File: config.mk
export PLATFORM = sky130hd
export DESIGN_NAME = elevator_target_scheduler_top
export DESIGN_NICKNAME = d
export VERILOG_FILES = /design/src/hw/rtl/ets_pkg.sv /design/src/hw/rtl/ets_ctrl.sv /design/src/hw/rtl/ets_dp.sv /design/src/hw/rtl/elevator_target_scheduler_top.sv
export VERILOG_INCLUDE_DIRS = /design/src /design/src/hw/rtl
export SDC_FILE = /design/constraint.sdc
export NUM_CORES = 1
export LEC_CHECK = 0
export ABC_AREA = 1
export BUFFER_PORTS_ARGS = -buffer_cell sky130_fd_sc_hd__clkbuf_2
export CORE_ASPECT_RATIO = 0.5
export CORE_MARGIN = 3
export CORE_UTILIZATION = 54
export CTS_CLUSTER_SIZE = 24
export DETAILED_ROUTE_END_ITERATION = 10
export GPL_TIMING_DRIVEN = 0
export PLACE_DENSITY = 0.86
export SYNTH_ARGS = -nofsm -noshare
export SYNTH_HDL_FRONTEND = slang
export SYNTH_SLANG_ARGS = --single-unit
File: constraint.sdc
create_clock -name clk -period 1.58 [get_ports clk]
set_clock_uncertainty 0.1 [all_clocks]
set_input_delay 0.316 -clock clk [delete_from_list [all_inputs] [get_ports clk]]
set_output_delay 0.316 -clock clk [all_outputs]
set_load 0.02 [all_outputs]
File: src/hw/rtl/elevator_target_scheduler_top_defines.svh
// Assertion macros shared by the elevator target scheduler RTL.
// Users need clk and rst_n in scope; define NO_ASSERTIONS to drop all checks.
`ifndef ELEVATOR_TARGET_SCHEDULER_TOP_DEFINES_SVH
`define ELEVATOR_TARGET_SCHEDULER_TOP_DEFINES_SVH
`ifndef NO_ASSERTIONS
// same-cycle implication
`define ETS_ASSERT_IMP(lbl, ante, cons) \
    lbl: assert property (@(posedge clk) disable iff (!rst_n) (ante) |-> (cons)) \
        else $error("ets: assertion failed");
// next-cycle implication
`define ETS_ASSERT_NXT(lbl, ante, cons) \
    lbl: assert property (@(posedge clk) disable iff (!rst_n) (ante) |=> (cons)) \
        else $error("ets: assertion failed");
`else
`define ETS_ASSERT_IMP(lbl, ante, cons)
`define ETS_ASSERT_NXT(lbl, ante, cons)
`endif
`endif

File: src/hw/rtl/ets_pkg.sv
// Types, codes and constants for the elevator target scheduler.
// No dependencies; used by ets_ctrl, ets_dp and the top level.
package ets_pkg;

    localparam int NUM_FLOORS_DEF = 16;
    localparam int FLOOR_W        = 5;
    localparam int RES_W          = 2;

    localparam logic ACT_CALL = 1'b0;
    localparam logic ACT_PASS = 1'b1;

    typedef enum logic [RES_W-1:0] {
        EV_NEW_TARGET   = 2'd0,
        EV_ARRIVED_CONT = 2'd1,
        EV_ARRIVED_IDLE = 2'd2
    } event_res_t;

    typedef struct packed {
        logic               action;
        logic [FLOOR_W-1:0] floor;
        logic               travel_direction;
    } req_item_t;

    typedef struct packed {
        logic [RES_W-1:0]   event_res;
        logic [FLOOR_W-1:0] event_floor;
        logic [FLOOR_W-1:0] next_target;
    } evt_item_t;

    typedef struct packed {
        logic load;
        logic scan_step;
        logic emit;
    } ets_cmd_t;

    typedef struct packed {
        logic start_scan;
        logic scan_done;
        logic out_free;
    } ets_status_t;

endpackage

File: src/hw/rtl/ets_ctrl.sv
// Sequencer for the elevator target scheduler: accept, scan, emit.
// Depends on ets_pkg for the command and status structs.
module ets_ctrl
    import ets_pkg::*;
(
    input  logic        clk,
    input  logic        rst_n,
    input  logic        req_valid,
    output logic        req_stall,
    input  ets_status_t status,
    output ets_cmd_t    cmd
);

    typedef enum logic [1:0] {
        ST_IDLE,
        ST_SCAN,
        ST_EMIT
    } state_t;

    state_t state_reg;
    state_t state_next;

    always_comb
    begin
        state_next = state_reg;
        unique case (state_reg)
            ST_IDLE:
            begin
                if (req_valid && status.start_scan)
                    state_next = ST_SCAN;
            end
            ST_SCAN:
            begin
                if (status.scan_done)
                    state_next = ST_EMIT;
            end
            ST_EMIT:
            begin
                if (status.out_free)
                    state_next = ST_IDLE;
            end
            default:
            begin
                state_next = ST_IDLE;
            end
        endcase
    end

    always_ff @(posedge clk or negedge rst_n)
    begin
        if (!rst_n)
            state_reg <= ST_IDLE;
        else
            state_reg <= state_next;
    end

    assign req_stall     = (state_reg != ST_IDLE);
    assign cmd.load      = (state_reg == ST_IDLE) && req_valid;
    assign cmd.scan_step = (state_reg == ST_SCAN);
    assign cmd.emit      = (state_reg == ST_EMIT) && status.out_free;

endmodule

File: src/hw/rtl/ets_dp.sv
// Datapath of the elevator target scheduler: floor bitmap, car state,
// one-floor-per-cycle target search and the result register. Uses ets_pkg.
`include "elevator_target_scheduler_top_defines.svh"
module ets_dp
    import ets_pkg::*;
#(
    parameter int NUM_FLOORS = NUM_FLOORS_DEF
)
(
    input  logic        clk,
    input  logic        rst_n,
    input  req_item_t   req,
    input  ets_cmd_t    cmd,
    output ets_status_t status,
    output logic        evt_valid,
    input  logic        evt_stall,
    output evt_item_t   evt
);

    localparam int IDXW = (NUM_FLOORS > 1) ? $clog2(NUM_FLOORS) : 1;
    localparam logic [IDXW-1:0] IDX_LAST = IDXW'(NUM_FLOORS - 1);

    // car state
    logic [NUM_FLOORS-1:0] pending_reg, pending_next;
    logic                  busy_reg, busy_next;
    logic [FLOOR_W-1:0]    current_reg, current_next;
    logic                  dir_down_reg, dir_down_next;
    logic [FLOOR_W-1:0]    target_reg, target_next;
    logic                  evt_valid_reg, evt_valid_next;

    // item and search state
    logic                  item_call_reg;
    logic [FLOOR_W-1:0]    item_floor_reg;
    logic [IDXW-1:0]       scan_idx_reg, scan_idx_next;
    logic [IDXW-1:0]       scan_start_reg, scan_start_next;
    logic                  scan_phase_reg, scan_phase_next;
    logic                  scan_down_reg, scan_down_next;
    logic                  found_reg;
    logic [FLOOR_W-1:0]    found_floor_reg;
    evt_item_t             evt_reg, evt_next;

    logic                  in_range;
    logic                  is_call;
    logic                  pass_hit;
    logic [FLOOR_W:0]      req_m1;
    logic [FLOOR_W:0]      cur_m1;
    logic [FLOOR_W:0]      tgt_m1;
    logic [IDXW-1:0]       req_idx;
    logic [IDXW-1:0]       cur_idx;
    logic [IDXW-1:0]       tgt_idx;
    logic [IDXW:0]         idx_p1;
    logic                  hit;
    logic                  at_bound;

    assign in_range = (req.floor != '0) && ({2'b00, req.floor} <= 7'(NUM_FLOORS));
    assign is_call  = (req.action == ACT_CALL);
    assign pass_hit = busy_reg && (req.floor == target_reg);
    assign req_m1   = {1'b0, req.floor} - 1'b1;
    assign cur_m1   = {1'b0, current_reg} - 1'b1;
    assign tgt_m1   = {1'b0, target_reg} - 1'b1;
    assign req_idx  = IDXW'(req_m1);
    assign cur_idx  = IDXW'(cur_m1);
    assign tgt_idx  = IDXW'(tgt_m1);
    assign idx_p1   = {1'b0, scan_idx_reg} + 1'b1;

    assign hit      = pending_reg[scan_idx_reg];
    assign at_bound = scan_down_reg ? (scan_idx_reg == '0) : (scan_idx_reg == IDX_LAST);

    assign status.start_scan = in_range && (is_call || pass_hit);
    assign status.scan_done  = hit || (at_bound && scan_phase_reg);
    assign status.out_free   = !evt_valid_reg || !evt_stall;

    always_comb
    begin
        pending_next    = pending_reg;
        busy_next       = busy_reg;
        current_next    = current_reg;
        dir_down_next   = dir_down_reg;
        target_next     = target_reg;
        evt_valid_next  = evt_valid_reg && evt_stall;
        scan_idx_next   = scan_idx_reg;
        scan_start_next = scan_start_reg;
        scan_phase_next = scan_phase_reg;
        scan_down_next  = scan_down_reg;
        evt_next        = evt_reg;

        if (cmd.load && in_range)
        begin
            if (is_call)
            begin
                pending_next[req_idx] = 1'b1;
                busy_next             = 1'b1;
                scan_idx_next         = cur_idx;
                scan_start_next       = cur_idx;
                scan_down_next        = dir_down_reg;
            end
            else if (busy_reg)
            begin
                current_next    = req.floor;
                dir_down_next   = req.travel_direction;
                scan_idx_next   = req_idx;
                scan_start_next = req_idx;
                scan_down_next  = req.travel_direction;
                if (pass_hit)
                    pending_next[req_idx] = 1'b0;
            end
            scan_phase_next = 1'b0;
        end

        if (cmd.scan_step && !status.scan_done)
        begin
            if (at_bound)
            begin
                // nothing ahead: rescan from the start the other way
                scan_phase_next = 1'b1;
                scan_idx_next   = scan_start_reg;
                scan_down_next  = !scan_down_reg;
            end
            else if (scan_down_reg)
                scan_idx_next = scan_idx_reg - 1'b1;
            else
                scan_idx_next = IDXW'(idx_p1);
        end

        if (cmd.emit)
        begin
            evt_valid_next = 1'b1;
            if (item_call_reg)
            begin
                // a called floor is always pending, so found is expected here
                evt_next.event_res   = EV_NEW_TARGET;
                evt_next.event_floor = found_reg ? found_floor_reg : item_floor_reg;
                evt_next.next_target = '0;
                target_next          = found_reg ? found_floor_reg : item_floor_reg;
            end
            else if (found_reg)
            begin
                evt_next.event_res   = EV_ARRIVED_CONT;
                evt_next.event_floor = item_floor_reg;
                evt_next.next_target = found_floor_reg;
                target_next          = found_floor_reg;
            end
            else
            begin
                evt_next.event_res   = EV_ARRIVED_IDLE;
                evt_next.event_floor = item_floor_reg;
                evt_next.next_target = '0;
                busy_next            = 1'b0;
            end
        end
    end

    always_ff @(posedge clk or negedge rst_n)
    begin
        if (!rst_n)
        begin
            pending_reg   <= '0;
            busy_reg      <= 1'b0;
            current_reg   <= FLOOR_W'(1);
            dir_down_reg  <= 1'b0;
            target_reg    <= FLOOR_W'(1);
            evt_valid_reg <= 1'b0;
        end
        else
        begin
            pending_reg   <= pending_next;
            busy_reg      <= busy_next;
            current_reg   <= current_next;
            dir_down_reg  <= dir_down_next;
            target_reg    <= target_next;
            evt_valid_reg <= evt_valid_next;
        end
    end

    always_ff @(posedge clk)
    begin
        if (cmd.load)
        begin
            item_call_reg  <= is_call;
            item_floor_reg <= req.floor;
        end
        if (cmd.scan_step && status.scan_done)
        begin
            found_reg       <= hit;
            found_floor_reg <= FLOOR_W'(idx_p1);
        end
        scan_idx_reg   <= scan_idx_next;
        scan_start_reg <= scan_start_next;
        scan_phase_reg <= scan_phase_next;
        scan_down_reg  <= scan_down_next;
        evt_reg        <= evt_next;
    end

    assign evt_valid = evt_valid_reg;
    assign evt       = evt_reg;

    `ETS_ASSERT_IMP(a_idle_no_pending, !busy_reg, pending_reg == '0)
    `ETS_ASSERT_NXT(a_target_pending, cmd.emit, !busy_reg || pending_reg[tgt_idx])
    `ETS_ASSERT_NXT(a_stop_clears_all, cmd.emit && !item_call_reg && !found_reg,
                    pending_reg == '0 && !busy_reg)

endmodule

File: src/hw/rtl/elevator_target_scheduler_top.sv
// Elevator target scheduler, top level.
// Channels: req (call or floor-pass beat in) and evt (scheduling result out),
// both valid/stall. A beat moves when valid is high and stall is low.
// A call marks its floor pending and yields a new-target result. A pass beat
// while busy records floor and direction; at the target it yields an arrival
// result with the next target, or a stop that returns the block to idle.
// Out-of-range floors, passes while idle and passes short of the target are
// absorbed with no result and no search.
// Flow: the accepting edge loads the search, which looks at one floor per
// cycle (first in the travel direction, then the other way) until a pending
// floor is found or both ways are done; the result register is then loaded
// once the evt register is free, and the block returns to idle for the next
// req beat.
// One beat is in work at a time; req stall is high while it is.
// A finished result sits in the evt register; a stalled receiver holds it,
// and the block may take the next req beat meanwhile, waiting only if a
// second result would overwrite the first.
// Reset: no pending floors, idle, car at floor 1 heading up, no result held.
// Uses ets_pkg, ets_ctrl and ets_dp.
module elevator_target_scheduler_top
    import ets_pkg::*;
#(
    parameter int NUM_FLOORS = NUM_FLOORS_DEF
)
(
    input  logic      clk,
    input  logic      rst_n,
    input  logic      req_valid,
    output logic      req_stall,
    input  req_item_t req,
    output logic      evt_valid,
    input  logic      evt_stall,
    output evt_item_t evt
);

    ets_cmd_t    cmd;
    ets_status_t status;

    ets_ctrl u_ctrl (
        .clk       (clk),
        .rst_n     (rst_n),
        .req_valid (req_valid),
        .req_stall (req_stall),
        .status    (status),
        .cmd       (cmd)
    );

    ets_dp #(
        .NUM_FLOORS (NUM_FLOORS)
    ) u_dp (
        .clk       (clk),
        .rst_n     (rst_n),
        .req       (req),
        .cmd       (cmd),
        .status    (status),
        .evt_valid (evt_valid),
        .evt_stall (evt_stall),
        .evt       (evt)
    );

endmodule

==> out/metrics.cfg <==
[yosys]
synth_top_cell_by_area = edfxtp_1
synth-edff-count = 32
synth.area.top_cells = edfxtp_1, dfrtp_1, nand2_1
ys_warn_count = 0
synth_cells = 405
avgSynthCellArea_um2 = 8.49
synthArstFlopShare = 0.469
ys_dominant_reg_cell = edfxtp_1
ys_ff_latch = 64
synth_area_um2 = 3440
seq_area_frac_synth = 0.510
syn_nets = 425
yosys.area.top_type_share = 0.279
synth_cell_types = 33

[sta]
hold_viol = 0
setup-violations-final = 52
tightest_slew_ns = 0.838
fmax_mhz = 448
final_max_slew_viol_count = 0
slew_headroom = 0.441
rsz0062_at_grt = yes
period_share = 1.41
fin_crit_ns = 2.23
setup_ws_ns = -0.651

[clock_network]
cts_sinks = 64
clock_latency_ns = 0.35
cts_tree = yes
cts_made_buffers = 9
clockBufferDepth = 2
htreeDepth = 3
cts.clk_slew.worst_paths_ns = 0.07
cts_root_buf = clkbuf_16

[critical_path]
critPathMaxFanout = 4
crit_type = register to register
cp.arrival_ns = 2.35
critPathLaunchType = register
cp.required_ns = 1.70
critPathCaptureType = register
r2r_cells = 7

[floorplanning]
ios = 25
dieArea_um2 = 7420
dieHeight_um = 62.4
fp.dieW_um = 119
coreArea_um2 = 5800
start_util = 0.593
rows = 19

[cells_and_area]
nFillCells = 235
regArea_um2 = 1760
fin_cells = 576
area_growth_pct = 42.1
nets = 507
diodes = 0
multiInputGateArea_um2 = 1880
drive_gt1_frac = 0.443

[routing]
ant_nets = 0
post_drt_via_cell_ratio = 7.02
vias = 4043
drtIter0Drc = 909
wl_mm = 14.6
wl_per_cell_um = 25.3
drc = 1
dr.pass1.iters = 11

[global_routing]
grt_max_degree = 31
grt_pass1_wl_mm = 15.3
grt_use_total = 0.262
grt-ovfl-total = 0
grt_pass1_vias = 2989
antenna_found_initial = 0

[pwr]
p_int_mw = 5.32
p_sw_frac = 0.443
p_per_area_nw_per_um2 = 1950
p_total_mw = 9.55
p_sw_mw = 4.23
combPwrFrac = 0.487
pwr-share-seq = 0.299
power.leakage_nw = 2.17
peakVddDrop_mv = 1.39
clock_power_share = 0.213

[status]
violations = DRC, setup timing
outcome = finished with violations

[placed_design]
pre_cts_slack_ns = -0.522
place.gp.congestion = 0.921
dp_cells = 513
place_hpwl_mm = 5.36
portBuffers = 24

[worst_hold_path]
whs_path_depth = 3
hold_path.class = primary input to register

[job]
max_cap_viol_count = 0

## metal layers
metal | global-route usage | vias to the layer above | part of all wire
met5 | 0 | - | 0
met2 | 0.422 | 512 | 0.41
met1 | 0.337 | 1825 | 0.33
met4 | 0.107 | 0 | 0.10
li1 | - | 1513 | -
met3 | 0.0714 | 193 | 0.16
## what timing repair did
action                                  in CTS  in global routing
gates cloned                                 1                  6
hold endpoints to repair                    28                  0
endpoints found under the setup margin      40                 51
hold buffers                                 1                  0
resized for setup                           28                117
pin swaps                                   18                 43
buffers inserted                            13                 27
## path summary, 6_finish.rpt
| path | slack [ns] | startpoint | to |
|---|---|---|---|
| max in group asynchronous | 0.29 | rst_n | u_dp.busy_reg |
| max | -0.65 | u_dp.scan_idx_reg[0] | u_dp.scan_idx_reg[2] |
| min reg2reg | 0.38 | register | register |
| min | 0.15 | req[0] | u_dp.dir_down_reg |
| min in group asynchronous | 0.50 | rst_n | async pin |
| max reg2reg | -0.65 | u_dp.scan_idx_reg[0] | u_dp.scan_idx_reg[2] |
## cell usage after synthesis (4+ instances only)
master and count:
inv_2 8, a21oi_1 9, nand3_1 29, buf_4 7, nand2_1 128, nand4_1 18
ha_1 9, inv_1 31, o21ai_0 27, o21ai_1 6, dfrtp_1 28, nor2_1 33
xnor2_1 5, edfxtp_1 32, o22ai_1 4
## worst max-delay path, cell delays in order (launching register included)
cell and delay (ns):
edfxtp_1 0.52, ha_2 0.26, buf_4 0.13, xor2_1 0.37, o21ai_1 0.12, o21ai_1 0.31, nand2_1 0.17, nand2_1 0.11
## final cells by class
type | instances | share of cell area
multi-input cells | 286 | 0.385
flip-flops and latches | 64 | 0.359
repair buffers | 69 | 0.107
clock buffers | 10 | 0.0469
inverters | 42 | 0.0374
plain buffers | 14 | 0.0300
well taps | 84 | 0.0215
clock inverters | 6 | 0.0125
repair inverters | 1 | 0.00102
## per-stage QoR
stage,area (um2),setup TNS (ns),hold WS [ns],util
floorplan,3500,-0.438,-0.0796,-
global placement,3730,-13.90,0.342,0.643
detailed placement,3730,-15.91,0.342,0.643
CTS,4260,-2.68,0.118,0.735
global route,4890,-13.80,0.167,0.843
finish,4890,-10.95,0.150,0.843
## power groups by stage
stage | logic, mW | registers [mW] | clock network, mW
3_5_place_dp | 2.55 | 2.74 | 0
2_1_floorplan | 1.90 | 2.75 | 0
6_report | 4.65 | 2.86 | 2.04
3_3_place_gp | 2.48 | 2.73 | 0
5_1_grt | 4.84 | 2.86 | 2.10
4_1_cts | 3.04 | 2.74 | 1.96
## cell families after synthesis
group | synth area share
multiplexers | 0.00291
buffers and inverters | 0.0750
AO/OA/AOI/OAI | 0.0706
XOR/XNOR | 0.0251
adder cells (fa/ha/maj) | 0.0328
AND/OR/NAND/NOR | 0.283
flip-flops | 0.510
## placed cells by master (no fill, tap or decap), drive strengths merged, types with 4 or more instances in the layout
| cell type | instances |
|---|---|
| o22ai | 4 |
| nand2 | 130 |
| xor2 | 4 |
| nand4 | 19 |
| o21ai | 33 |
| clkbuf | 36 |
| nor2 | 35 |
| nand3 | 35 |
| clkinvlp | 6 |
| buf | 56 |
| ha | 9 |
| a21oi | 9 |
| xnor2 | 5 |
| clkinv | 5 |
| edfxtp | 32 |
| dfrtp | 28 |
| inv | 37 |
Note: power is estimated with default switching activity, not from simulation.
